$ cat config.mk
export PLATFORM = sky130hd
export DESIGN_NAME = colormap_interpolate_lookup
export DESIGN_NICKNAME = d
export VERILOG_FILES = /design/src/design/cmapi_pkg.sv /design/src/design/cmapi_ram.sv /design/src/design/cmapi_segment.sv /design/src/design/cmapi_div_stage.sv /design/src/design/cmapi_blend.sv /design/src/design/colormap_interpolate_lookup.sv
export SDC_FILE = /design/constraint.sdc
export NUM_CORES = 2
export LEC_CHECK = 0
export BUFFER_PORTS_ARGS = -buffer_cell sky130_fd_sc_hd__buf_2
export CAP_MARGIN = 20
export CORE_AREA = 8 8 336 338
export CTS_CLUSTER_SIZE = 12
export DETAILED_ROUTE_END_ITERATION = 10
export DIE_AREA = 0 0 344 346
export PLACE_DENSITY = 0.82
export SLEW_MARGIN = 0
export SYNTH_ARGS = -nofsm -noshare
export SYNTH_HDL_FRONTEND = slang
export SYNTH_SLANG_ARGS = --single-unit
$ cat constraint.sdc
create_clock -name clk -period 10 [get_ports clk]
set_input_delay 0.5 -clock clk [delete_from_list [all_inputs] [get_ports clk]]
set_output_delay 0.5 -clock clk [all_outputs]
set_load 0.1 [all_outputs]
$ cat src/design/cmapi_pkg.sv
// Shared constants, types and breakpoint table for the colormap interpolation lookup.
`default_nettype none

package cmapi_pkg;

    localparam int FRAC_BITS   = 16;
    localparam int MAX_STOPS   = 8;
    localparam int LEVEL_W     = FRAC_BITS + 2;
    localparam int ONE         = 1 << FRAC_BITS;
    localparam int HALF        = ONE / 2;
    localparam int CH_W        = 8;
    localparam int STOP_W      = 3 * CH_W;
    localparam int CFG_DATA_W  = 2 * STOP_W;
    localparam int CFG_INDEX_W = 3;
    localparam int COUNT_W     = 4;
    localparam int STOP_IDX_W  = $clog2(MAX_STOPS);
    localparam int ROW_COUNT   = MAX_STOPS / 2;
    localparam int ROW_W       = STOP_IDX_W - 1;
    localparam int N_CODE_W    = 3;
    localparam int N_CODE_MAX  = MAX_STOPS - 2;
    localparam int DIV_STAGES  = 4;
    localparam int DIV_STEPS   = FRAC_BITS / DIV_STAGES;
    localparam int PROD_W      = (CH_W + 1) + (FRAC_BITS + 2);

    typedef logic [FRAC_BITS:0] frac_t;
    typedef logic [N_CODE_W-1:0] n_code_t;

    typedef enum logic [CFG_INDEX_W-1:0] {
        CFG_STOP_COUNT = 3'd0,
        CFG_STOPS_0_1  = 3'd1,
        CFG_STOPS_2_3  = 3'd2,
        CFG_STOPS_4_5  = 3'd3,
        CFG_STOPS_6_7  = 3'd4
    } cfg_index_e;

    typedef struct packed {
        logic [CH_W-1:0] red;
        logic [CH_W-1:0] green;
        logic [CH_W-1:0] blue;
    } color_t;

    // one row of the stop store: an even stop and the odd stop after it
    typedef struct packed {
        logic             we;
        logic [ROW_W-1:0] row;
        color_t           even;
        color_t           odd;
    } stop_wr_t;

    typedef struct packed {
        logic                 full;
        logic [FRAC_BITS-1:0] q;
        frac_t                rem;
        frac_t                w;
        color_t               c1;
        color_t               c2;
        logic                 clamped;
    } div_word_t;

    typedef struct packed {
        color_t color;
        logic   clamped;
    } pix_t;

    // Breakpoints per stop count (row = count - 2); the last one of each row sits at 1.0.
    localparam frac_t BP_TABLE [0:N_CODE_MAX][0:MAX_STOPS-1] = '{
        '{frac_t'(0), frac_t'(ONE), frac_t'(ONE), frac_t'(ONE),
          frac_t'(ONE), frac_t'(ONE), frac_t'(ONE), frac_t'(ONE)},
        '{frac_t'(0), frac_t'(ONE / 3), frac_t'(ONE), frac_t'(ONE),
          frac_t'(ONE), frac_t'(ONE), frac_t'(ONE), frac_t'(ONE)},
        '{frac_t'(0), frac_t'(ONE / 4), frac_t'(2 * ONE / 4), frac_t'(ONE),
          frac_t'(ONE), frac_t'(ONE), frac_t'(ONE), frac_t'(ONE)},
        '{frac_t'(0), frac_t'(ONE / 5), frac_t'(2 * ONE / 5), frac_t'(3 * ONE / 5),
          frac_t'(ONE), frac_t'(ONE), frac_t'(ONE), frac_t'(ONE)},
        '{frac_t'(0), frac_t'(ONE / 6), frac_t'(2 * ONE / 6), frac_t'(3 * ONE / 6),
          frac_t'(4 * ONE / 6), frac_t'(ONE), frac_t'(ONE), frac_t'(ONE)},
        '{frac_t'(0), frac_t'(ONE / 7), frac_t'(2 * ONE / 7), frac_t'(3 * ONE / 7),
          frac_t'(4 * ONE / 7), frac_t'(5 * ONE / 7), frac_t'(ONE), frac_t'(ONE)},
        '{frac_t'(0), frac_t'(ONE / 8), frac_t'(2 * ONE / 8), frac_t'(3 * ONE / 8),
          frac_t'(4 * ONE / 8), frac_t'(5 * ONE / 8), frac_t'(6 * ONE / 8), frac_t'(ONE)}
    };

endpackage

`default_nettype wire

$ cat src/design/cmapi_ram.sv
// Generic single-write, single-read RAM with registered read data.
`default_nettype none

module cmapi_ram #(
    parameter int WIDTH = 24,
    parameter int DEPTH = 4
) (
    input  logic                                       clk,
    input  logic                                       we,
    input  logic [((DEPTH > 1) ? $clog2(DEPTH) : 1)-1:0] waddr,
    input  logic [WIDTH-1:0]                           wdata,
    input  logic                                       re,
    input  logic [((DEPTH > 1) ? $clog2(DEPTH) : 1)-1:0] raddr,
    output logic [WIDTH-1:0]                           rdata
);

    logic [WIDTH-1:0] mem_reg [DEPTH];
    logic [WIDTH-1:0] rdata_reg;

    always_ff @(posedge clk)
    begin
        if (we)
        begin
            mem_reg[waddr] <= wdata;
        end
        if (re)
        begin
            rdata_reg <= mem_reg[raddr];
        end
    end

    assign rdata = rdata_reg;

endmodule

`default_nettype wire

$ cat src/design/cmapi_segment.sv
// Clamp, segment search, divider setup and stop store read (two pipeline stages).
`default_nettype none

module cmapi_segment
    import cmapi_pkg::*;
(
    input  logic                      clk,
    input  logic                      rst_n,
    input  n_code_t                   n_code,
    input  stop_wr_t                  stop_wr,
    input  logic                      in_valid,
    output logic                      in_ready,
    input  logic signed [LEVEL_W-1:0] level,
    output logic                      out_valid,
    input  logic                      out_ready,
    output div_word_t                 out_word
);

    // stage A
    logic                   a_ready;
    logic                   a_valid_reg;
    frac_t                  v_next;
    frac_t                  v_reg;
    logic                   a_clamped_next;
    logic                   a_clamped_reg;
    logic [MAX_STOPS-1:1]   le_next;
    logic [MAX_STOPS-1:1]   le_reg;

    // stage B
    logic                   b_ready;
    logic                   b_valid_reg;
    logic [STOP_IDX_W-1:0]  j;
    logic [STOP_IDX_W-1:0]  jm1;
    frac_t                  lo;
    frac_t                  hi;
    frac_t                  d;
    frac_t                  w_next;
    logic                   full_next;
    logic [ROW_W-1:0]       even_addr;
    logic [ROW_W-1:0]       odd_addr;
    logic                   b_full_reg;
    frac_t                  b_rem_reg;
    frac_t                  b_w_reg;
    logic                   b_clamped_reg;
    logic                   b_swap_reg;
    logic                   b_even_ok_reg;
    logic                   b_odd_ok_reg;

    logic [ROW_COUNT-1:0]   row_valid_reg;
    logic [STOP_W-1:0]      even_rdata;
    logic [STOP_W-1:0]      odd_rdata;
    color_t                 even_c;
    color_t                 odd_c;

    assign b_ready  = !b_valid_reg || out_ready;
    assign a_ready  = !a_valid_reg || b_ready;
    assign in_ready = a_ready;

    always_comb
    begin
        a_clamped_next = 1'b0;
        priority if (level[LEVEL_W-1])
        begin
            v_next         = '0;
            a_clamped_next = 1'b1;
        end
        else if (frac_t'(level[LEVEL_W-2:0]) > frac_t'(ONE))
        begin
            v_next         = frac_t'(ONE);
            a_clamped_next = 1'b1;
        end
        else
        begin
            v_next = frac_t'(level[LEVEL_W-2:0]);
        end
        for (int i = 1; i < MAX_STOPS; i++)
        begin
            le_next[i] = (v_next <= BP_TABLE[n_code][i]);
        end
    end

    always_ff @(posedge clk or negedge rst_n)
    begin
        if (!rst_n)
        begin
            a_valid_reg   <= 1'b0;
            b_valid_reg   <= 1'b0;
            row_valid_reg <= '0;
        end
        else
        begin
            if (a_ready)
            begin
                a_valid_reg <= in_valid;
            end
            if (b_ready)
            begin
                b_valid_reg <= a_valid_reg;
            end
            if (stop_wr.we)
            begin
                row_valid_reg[stop_wr.row] <= 1'b1;
            end
        end
    end

    always_ff @(posedge clk)
    begin
        if (a_ready)
        begin
            v_reg         <= v_next;
            a_clamped_reg <= a_clamped_next;
            le_reg        <= le_next;
        end
    end

    // The last breakpoint always passes, so the lowest passing one ends the segment.
    always_comb
    begin
        j = STOP_IDX_W'(MAX_STOPS - 1);
        for (int i = MAX_STOPS - 1; i >= 1; i--)
        begin
            if (le_reg[i])
            begin
                j = STOP_IDX_W'(i);
            end
        end
        jm1       = j - STOP_IDX_W'(1);
        lo        = BP_TABLE[n_code][jm1];
        hi        = BP_TABLE[n_code][j];
        d         = v_reg - lo;
        w_next    = hi - lo;
        full_next = (d == w_next);
        even_addr = j[0] ? jm1[STOP_IDX_W-1:1] : j[STOP_IDX_W-1:1];
        odd_addr  = j[0] ? j[STOP_IDX_W-1:1] : jm1[STOP_IDX_W-1:1];
    end

    always_ff @(posedge clk)
    begin
        if (b_ready)
        begin
            b_full_reg    <= full_next;
            b_rem_reg     <= full_next ? '0 : d;
            b_w_reg       <= w_next;
            b_clamped_reg <= a_clamped_reg;
            b_swap_reg    <= !j[0];
            b_even_ok_reg <= row_valid_reg[even_addr];
            b_odd_ok_reg  <= row_valid_reg[odd_addr];
        end
    end

    cmapi_ram #(
        .WIDTH (STOP_W),
        .DEPTH (ROW_COUNT)
    ) u_even_ram (
        .clk   (clk),
        .we    (stop_wr.we),
        .waddr (stop_wr.row),
        .wdata (stop_wr.even),
        .re    (b_ready),
        .raddr (even_addr),
        .rdata (even_rdata)
    );

    cmapi_ram #(
        .WIDTH (STOP_W),
        .DEPTH (ROW_COUNT)
    ) u_odd_ram (
        .clk   (clk),
        .we    (stop_wr.we),
        .waddr (stop_wr.row),
        .wdata (stop_wr.odd),
        .re    (b_ready),
        .raddr (odd_addr),
        .rdata (odd_rdata)
    );

    // rows never written read as black
    assign even_c = b_even_ok_reg ? color_t'(even_rdata) : '0;
    assign odd_c  = b_odd_ok_reg  ? color_t'(odd_rdata)  : '0;

    always_comb
    begin
        out_word.full    = b_full_reg;
        out_word.q       = '0;
        out_word.rem     = b_rem_reg;
        out_word.w       = b_w_reg;
        out_word.c1      = b_swap_reg ? odd_c : even_c;
        out_word.c2      = b_swap_reg ? even_c : odd_c;
        out_word.clamped = b_clamped_reg;
    end

    assign out_valid = b_valid_reg;

    a_rem_below_width: assert property (@(posedge clk) disable iff (!rst_n)
        out_valid |-> (out_word.rem < out_word.w))
        else $error("segment remainder not below segment width");

endmodule

`default_nettype wire

$ cat src/design/cmapi_div_stage.sv
// One stage of the restoring divider that forms the segment scale.
`default_nettype none

module cmapi_div_stage
    import cmapi_pkg::*;
(
    input  logic      clk,
    input  logic      rst_n,
    input  logic      in_valid,
    output logic      in_ready,
    input  div_word_t in_word,
    output logic      out_valid,
    input  logic      out_ready,
    output div_word_t out_word
);

    logic      valid_reg;
    div_word_t word_reg;
    div_word_t word_next;

    assign in_ready = !valid_reg || out_ready;

    always_comb
    begin
        logic [FRAC_BITS+1:0] rem2;
        logic                 take;
        word_next = in_word;
        for (int k = 0; k < DIV_STEPS; k++)
        begin
            rem2 = {word_next.rem, 1'b0};
            take = (rem2 >= {1'b0, word_next.w});
            word_next.q   = {word_next.q[FRAC_BITS-2:0], take};
            word_next.rem = take ? frac_t'(rem2 - {1'b0, word_next.w}) : frac_t'(rem2);
        end
    end

    always_ff @(posedge clk or negedge rst_n)
    begin
        if (!rst_n)
        begin
            valid_reg <= 1'b0;
        end
        else if (in_ready)
        begin
            valid_reg <= in_valid;
        end
    end

    always_ff @(posedge clk)
    begin
        if (in_ready)
        begin
            word_reg <= word_next;
        end
    end

    assign out_valid = valid_reg;
    assign out_word  = word_reg;

    a_full_has_no_low_bits: assert property (@(posedge clk) disable iff (!rst_n)
        out_valid && out_word.full |-> (out_word.q == '0) && (out_word.rem == '0))
        else $error("full scale word carries low quotient bits");

    a_stage_rem_bound: assert property (@(posedge clk) disable iff (!rst_n)
        out_valid |-> (out_word.rem < out_word.w))
        else $error("divider remainder escaped its bound");

endmodule

`default_nettype wire

$ cat src/design/cmapi_blend.sv
// Channel blend: multiply stage, then round and output register.
`default_nettype none

module cmapi_blend
    import cmapi_pkg::*;
(
    input  logic      clk,
    input  logic      rst_n,
    input  logic      in_valid,
    output logic      in_ready,
    input  div_word_t in_word,
    output logic      out_valid,
    input  logic      out_ready,
    output pix_t      out_pix
);

    logic                     m_ready;
    logic                     m_valid_reg;
    logic signed [PROD_W-1:0] m_prod_red_reg;
    logic signed [PROD_W-1:0] m_prod_green_reg;
    logic signed [PROD_W-1:0] m_prod_blue_reg;
    color_t                   m_c1_reg;
    logic                     m_clamped_reg;
    frac_t                    scale;
    logic                     o_ready;
    logic                     o_valid_reg;
    pix_t                     o_pix_reg;
    pix_t                     o_pix_next;

    // (c2 - c1) * s, so that c1*(1-s) + c2*s = c1*ONE + (c2 - c1)*s
    function automatic logic signed [PROD_W-1:0] ch_prod(
        input logic [CH_W-1:0] c1,
        input logic [CH_W-1:0] c2,
        input frac_t           s
    );
        logic signed [CH_W:0]        diff;
        logic signed [FRAC_BITS+1:0] sc;
        logic signed [PROD_W-1:0]    prod;
        diff = $signed({1'b0, c2}) - $signed({1'b0, c1});
        sc   = $signed({1'b0, s});
        prod = diff * sc;
        return prod;
    endfunction

    function automatic logic [CH_W-1:0] ch_round(
        input logic [CH_W-1:0]        c1,
        input logic signed [PROD_W-1:0] prod
    );
        logic signed [PROD_W-1:0] base;
        logic signed [PROD_W-1:0] acc;
        base = $signed({{(PROD_W - CH_W - FRAC_BITS){1'b0}}, c1, {FRAC_BITS{1'b0}}});
        acc  = base + prod + $signed(PROD_W'(HALF));
        return acc[FRAC_BITS +: CH_W];
    endfunction

    assign o_ready  = !o_valid_reg || out_ready;
    assign m_ready  = !m_valid_reg || o_ready;
    assign in_ready = m_ready;
    assign scale    = {in_word.full, in_word.q};

    always_ff @(posedge clk or negedge rst_n)
    begin
        if (!rst_n)
        begin
            m_valid_reg <= 1'b0;
            o_valid_reg <= 1'b0;
        end
        else
        begin
            if (m_ready)
            begin
                m_valid_reg <= in_valid;
            end
            if (o_ready)
            begin
                o_valid_reg <= m_valid_reg;
            end
        end
    end

    always_ff @(posedge clk)
    begin
        if (m_ready)
        begin
            m_prod_red_reg   <= ch_prod(in_word.c1.red, in_word.c2.red, scale);
            m_prod_green_reg <= ch_prod(in_word.c1.green, in_word.c2.green, scale);
            m_prod_blue_reg  <= ch_prod(in_word.c1.blue, in_word.c2.blue, scale);
            m_c1_reg         <= in_word.c1;
            m_clamped_reg    <= in_word.clamped;
        end
    end

    always_comb
    begin
        o_pix_next.color.red   = ch_round(m_c1_reg.red, m_prod_red_reg);
        o_pix_next.color.green = ch_round(m_c1_reg.green, m_prod_green_reg);
        o_pix_next.color.blue  = ch_round(m_c1_reg.blue, m_prod_blue_reg);
        o_pix_next.clamped     = m_clamped_reg;
    end

    always_ff @(posedge clk)
    begin
        if (o_ready)
        begin
            o_pix_reg <= o_pix_next;
        end
    end

    assign out_valid = o_valid_reg;
    assign out_pix   = o_pix_reg;

endmodule

`default_nettype wire

$ cat src/design/colormap_interpolate_lookup.sv
// Top level of the piecewise-linear colormap lookup: config registers and pipeline.
//
// Maps a signed Q2.16 level to an RGB colour by linear interpolation between 2 to 8
// configured colour stops; levels below 0 or above 1.0 are clamped and flagged.
// One level is taken every clock unless an output stall backs up the pipe. Each
// result reaches the output register through eight register stages, the first
// loaded by the edge that accepts its level: two for clamp, segment search and
// stop store read, four for the divider that forms the scale (four quotient bits
// per stage), two for the channel multiply and the rounding into the output
// register. Every stage has its own valid bit and ready, so a stall at the output
// holds the words in place while empty stages still fill. Config writes land at
// once; stops read as black until written, with no clearing pass after reset.
`default_nettype none

module colormap_interpolate_lookup
    import cmapi_pkg::*;
(
    input  logic                      clk,
    input  logic                      rst_n,
    input  logic                      cfg_write,
    input  logic [CFG_INDEX_W-1:0]    cfg_index,
    input  logic [CFG_DATA_W-1:0]     cfg_data,
    input  logic                      in_valid,
    output logic                      in_ready,
    input  logic signed [LEVEL_W-1:0] level,
    output logic                      out_valid,
    input  logic                      out_ready,
    output logic [CH_W-1:0]           red_out,
    output logic [CH_W-1:0]           green_out,
    output logic [CH_W-1:0]           blue_out,
    output logic                      clamped
);

    n_code_t              n_code_reg;
    n_code_t              n_code_next;
    logic [COUNT_W-1:0]   count;
    stop_wr_t             stop_wr;

    logic                 div_valid [0:DIV_STAGES];
    logic                 div_ready [0:DIV_STAGES];
    div_word_t            div_word  [0:DIV_STAGES];
    pix_t                 out_pix;

    always_comb
    begin
        count        = cfg_data[COUNT_W-1:0];
        n_code_next  = n_code_reg;
        stop_wr.we   = 1'b0;
        stop_wr.row  = '0;
        stop_wr.even = color_t'(cfg_data[STOP_W-1:0]);
        stop_wr.odd  = color_t'(cfg_data[CFG_DATA_W-1:STOP_W]);
        if (cfg_write)
        begin
            unique case (cfg_index)
                CFG_STOP_COUNT:
                begin
                    priority if (count < COUNT_W'(2))
                    begin
                        n_code_next = '0;
                    end
                    else if (count > COUNT_W'(MAX_STOPS))
                    begin
                        n_code_next = n_code_t'(N_CODE_MAX);
                    end
                    else
                    begin
                        n_code_next = n_code_t'(count - COUNT_W'(2));
                    end
                end
                CFG_STOPS_0_1:
                begin
                    stop_wr.we  = 1'b1;
                    stop_wr.row = ROW_W'(0);
                end
                CFG_STOPS_2_3:
                begin
                    stop_wr.we  = 1'b1;
                    stop_wr.row = ROW_W'(1);
                end
                CFG_STOPS_4_5:
                begin
                    stop_wr.we  = 1'b1;
                    stop_wr.row = ROW_W'(2);
                end
                CFG_STOPS_6_7:
                begin
                    stop_wr.we  = 1'b1;
                    stop_wr.row = ROW_W'(3);
                end
                default:
                begin
                    // drop writes to unknown indexes
                    stop_wr.we = 1'b0;
                end
            endcase
        end
    end

    always_ff @(posedge clk or negedge rst_n)
    begin
        if (!rst_n)
        begin
            n_code_reg <= '0;
        end
        else
        begin
            n_code_reg <= n_code_next;
        end
    end

    cmapi_segment u_segment (
        .clk       (clk),
        .rst_n     (rst_n),
        .n_code    (n_code_reg),
        .stop_wr   (stop_wr),
        .in_valid  (in_valid),
        .in_ready  (in_ready),
        .level     (level),
        .out_valid (div_valid[0]),
        .out_ready (div_ready[0]),
        .out_word  (div_word[0])
    );

    for (genvar g = 0; g < DIV_STAGES; g++)
    begin : g_div
        cmapi_div_stage u_div_stage (
            .clk       (clk),
            .rst_n     (rst_n),
            .in_valid  (div_valid[g]),
            .in_ready  (div_ready[g]),
            .in_word   (div_word[g]),
            .out_valid (div_valid[g+1]),
            .out_ready (div_ready[g+1]),
            .out_word  (div_word[g+1])
        );
    end

    cmapi_blend u_blend (
        .clk       (clk),
        .rst_n     (rst_n),
        .in_valid  (div_valid[DIV_STAGES]),
        .in_ready  (div_ready[DIV_STAGES]),
        .in_word   (div_word[DIV_STAGES]),
        .out_valid (out_valid),
        .out_ready (out_ready),
        .out_pix   (out_pix)
    );

    assign red_out   = out_pix.color.red;
    assign green_out = out_pix.color.green;
    assign blue_out  = out_pix.color.blue;
    assign clamped   = out_pix.clamped;

    a_empty_output_takes_input: assert property (@(posedge clk) disable iff (!rst_n)
        !out_valid |-> in_ready)
        else $error("input held off while the output register is empty");

    a_stop_code_in_range: assert property (@(posedge clk) disable iff (!rst_n)
        n_code_reg <= n_code_t'(N_CODE_MAX))
        else $error("stop count code beyond the breakpoint table");

endmodule

`default_nettype wire

==> metrics.cfg <==
[outcome]
status=finished clean

[cts]
clock_latency_ps=650
tritoncts=done
clkTransAtPathRegs_ps=60
htreeDepth=3
cts_sinks=737
cts_made_buffers=78
clockBufferDepth=3
cts-root-buf=clkbuf_16

[timing]
slew_headroom_pct=22.9
max_freq_mhz=104
setup_viol=0
clock_skew_ps=38.7
min_period_ps=9610
tightest_slew_ps=1160
hold_viol=0
finalMaxSlewViolations=0
fin_crit_sh_pct=96.1

[critical_path]
cp_slowest_cell=a311oi_4
r2r-start=u_segment.b_w_reg[9]
start_kind=flip-flop
critPathRequiredTime_ps=10370
crit_top_cell=ha_1
crit_fanout=8
crit_path_end_kind=flip-flop
crit_path_start=u_segment.b_w_reg[9]
cp-endpoint=g_div[0].u_div_stage.out_word[73]
crit_arrival_ps=9980
r2r_slack_ps=390
r2r_end=g_div[0].u_div_stage.out_word[73]
cp_slowest_stage_delay_ps=430
path_class=flip-flop to flip-flop
worstRegToRegCells=42

[global_routing]
grt_pass1_vias=44500
grt_use_total_pct=24.0
antenna_found_initial=2
grt_first_pass_wirelength_um=232000
grt_max_degree=97
grt.overflow.total=0

[drt]
first_pass_iters=7
vias=43200
ant_nets=0
drcViolationCount=0
wire_per_inst_um=20.2
wl_um=146000
drt_iter0_markers=3369
vias_per_cell=6.01

[synthesis]
ys.flop_type=edfxtp_1
synth_top_area_share_pct=37.1
synth_area_per_cell_um2=10.7
synth_cells=5462
yosys_warnings=0
async_flop_share_pct=2.04
synth_nets=6428
synth_edf_count=722
syn_area_um2=58500
synth-seq-cells=737
yosysTopAreaCell=edfxtp_1
ys_seq_area_share_pct=37.7
synth.area.top_cells=edfxtp_1 37%, ha_1 12%, fa_1 11%, inv_1 3.4%, xnor2_1 3.3%
synthDistinctLibCells=96

[final_layout]
syn2layout_area_growth_pct=11.0
layout_common_cells=722 x edfxtp_1, 561 x ha_1, 515 x inv_1
drive_above_1_share_pct=13.7
nets=6695
final_common_cell=edfxtp_1
utilization_pct=60.2
largest_register_ffs=342

[job]
maxCapViolCount=0

[placement]
hpwl_um=108000
gp_congestion=0.961
io_buffer_count=100

[floorplanning]
dieArea_um2=119000
die_x_um=344
num_rows=121
io_pins=101
die_y_um=346
initial_core_util_pct=54.3
core_area_um2=108000

[hold_path]
min_path_type=input pin to flip-flop

==> what timing repair did <==
action / CTS / global route
hold endpoints to repair: 15 / 0
hold buffers: 1 / 0
endpoints found under the setup margin: 0 / 55
resized for setup: 0 / 74
setup buffers: 0 / 14
==> worst min path at each step <==
stage,from,end,cells past startpoint
floorplan,rst_n,g_div[0].u_div_stage.out_valid,0
global placement,g_div[0].u_div_stage.out_word[19],g_div[1].u_div_stage.out_word[19],0
detailed placement,g_div[0].u_div_stage.out_word[10],g_div[1].u_div_stage.out_word[10],0
CTS,cfg_data[29],u_segment.u_odd_ram.mem_reg[2][5],1
global route,cfg_data[29],u_segment.u_odd_ram.mem_reg[2][5],1
finish,cfg_data[29],u_segment.u_odd_ram.mem_reg[2][5],1
==> through the flow <==
step | hold WS, ps | area, um^2 | std cells | TNS, ps | worst slack [ps]
floorplan | 204 | 58500 | 5462 | 0 | 29.5
global placement | 400 | 62100 | 7044 | 0 | 277
detailed placement | 405 | 62100 | 7044 | 0 | 70.2
CTS | 18.5 | 64500 | 7170 | 0 | 44.1
global route | 37.1 | 64900 | 7188 | -1910 | -129
finish | 57.6 | 64900 | 7189 | 0 | 390
==> Yosys cell counts (53+ instances only) <==
| cell | count |
|---|---|
| a21o_1 | 102 |
| a21oi_1 | 291 |
| and2_1 | 178 |
| clkbuf_1 | 132 |
| edfxtp_1 | 722 |
| fa_1 | 327 |
| ha_1 | 565 |
| inv_1 | 524 |
| mux2_2 | 133 |
| nand2_1 | 468 |
| nand2b_1 | 103 |
| nand3_1 | 121 |
| nor2_1 | 325 |
| nor2b_1 | 58 |
| nor3_1 | 87 |
| o21a_1 | 53 |
| o21ai_0 | 244 |
| xnor2_1 | 219 |
| xor2_1 | 83 |
==> area by class of cell <==
cell class	instances	area [um^2]
fillers	8366	42900
multi-input cells	4032	34200
flip-flops and latches	737	22100
repair buffers	346	2420
clock buffers	103	2080
inverters	533	2010
well taps	1414	1770
clock inverters	22	350
repair inverters	1	7.51
diodes	1	2.50
==> cell families (layout without fill, tap and decap cells) <==
kind of cell    after synthesis  count (layout)  share of synthesized area [%]
compound gates             1042            1042                           11.5
xor+xnor                    305             305                           4.63
fa+ha+maj                   892             892                           23.3
buf+inv                     695            1005                           4.51
flops                       737             737                           37.7
mux                         206             208                           4.99
other cells                   0               1                              0
simple gates               1585            1585                           13.4
==> critical path: cells and delay by family, from the launching register on <==
kind,cells,cell delay (ps)
adders and majority gates,4,1310
muxes,4,1110
AOI/OAI and AO/OA,22,4600
buffers and inverters,7,1050
and+or+nand+nor,5,860
DFF,1,390
==> layer usage <==
layer | vias up | wire length (um) | global-route usage, %
met5 | - | 0 | 0
met4 | 0 | 6560 | 10.2
met3 | 435 | 9000 | 3.46
met2 | 1680 | 72600 | 42.3
met1 | 21100 | 57300 | 29.3
li1 | 20000 | - | -
Power is left out: the tool's default activity adds up to more than one toggle a clock period on the data nets, which glitch-free logic cannot reach.
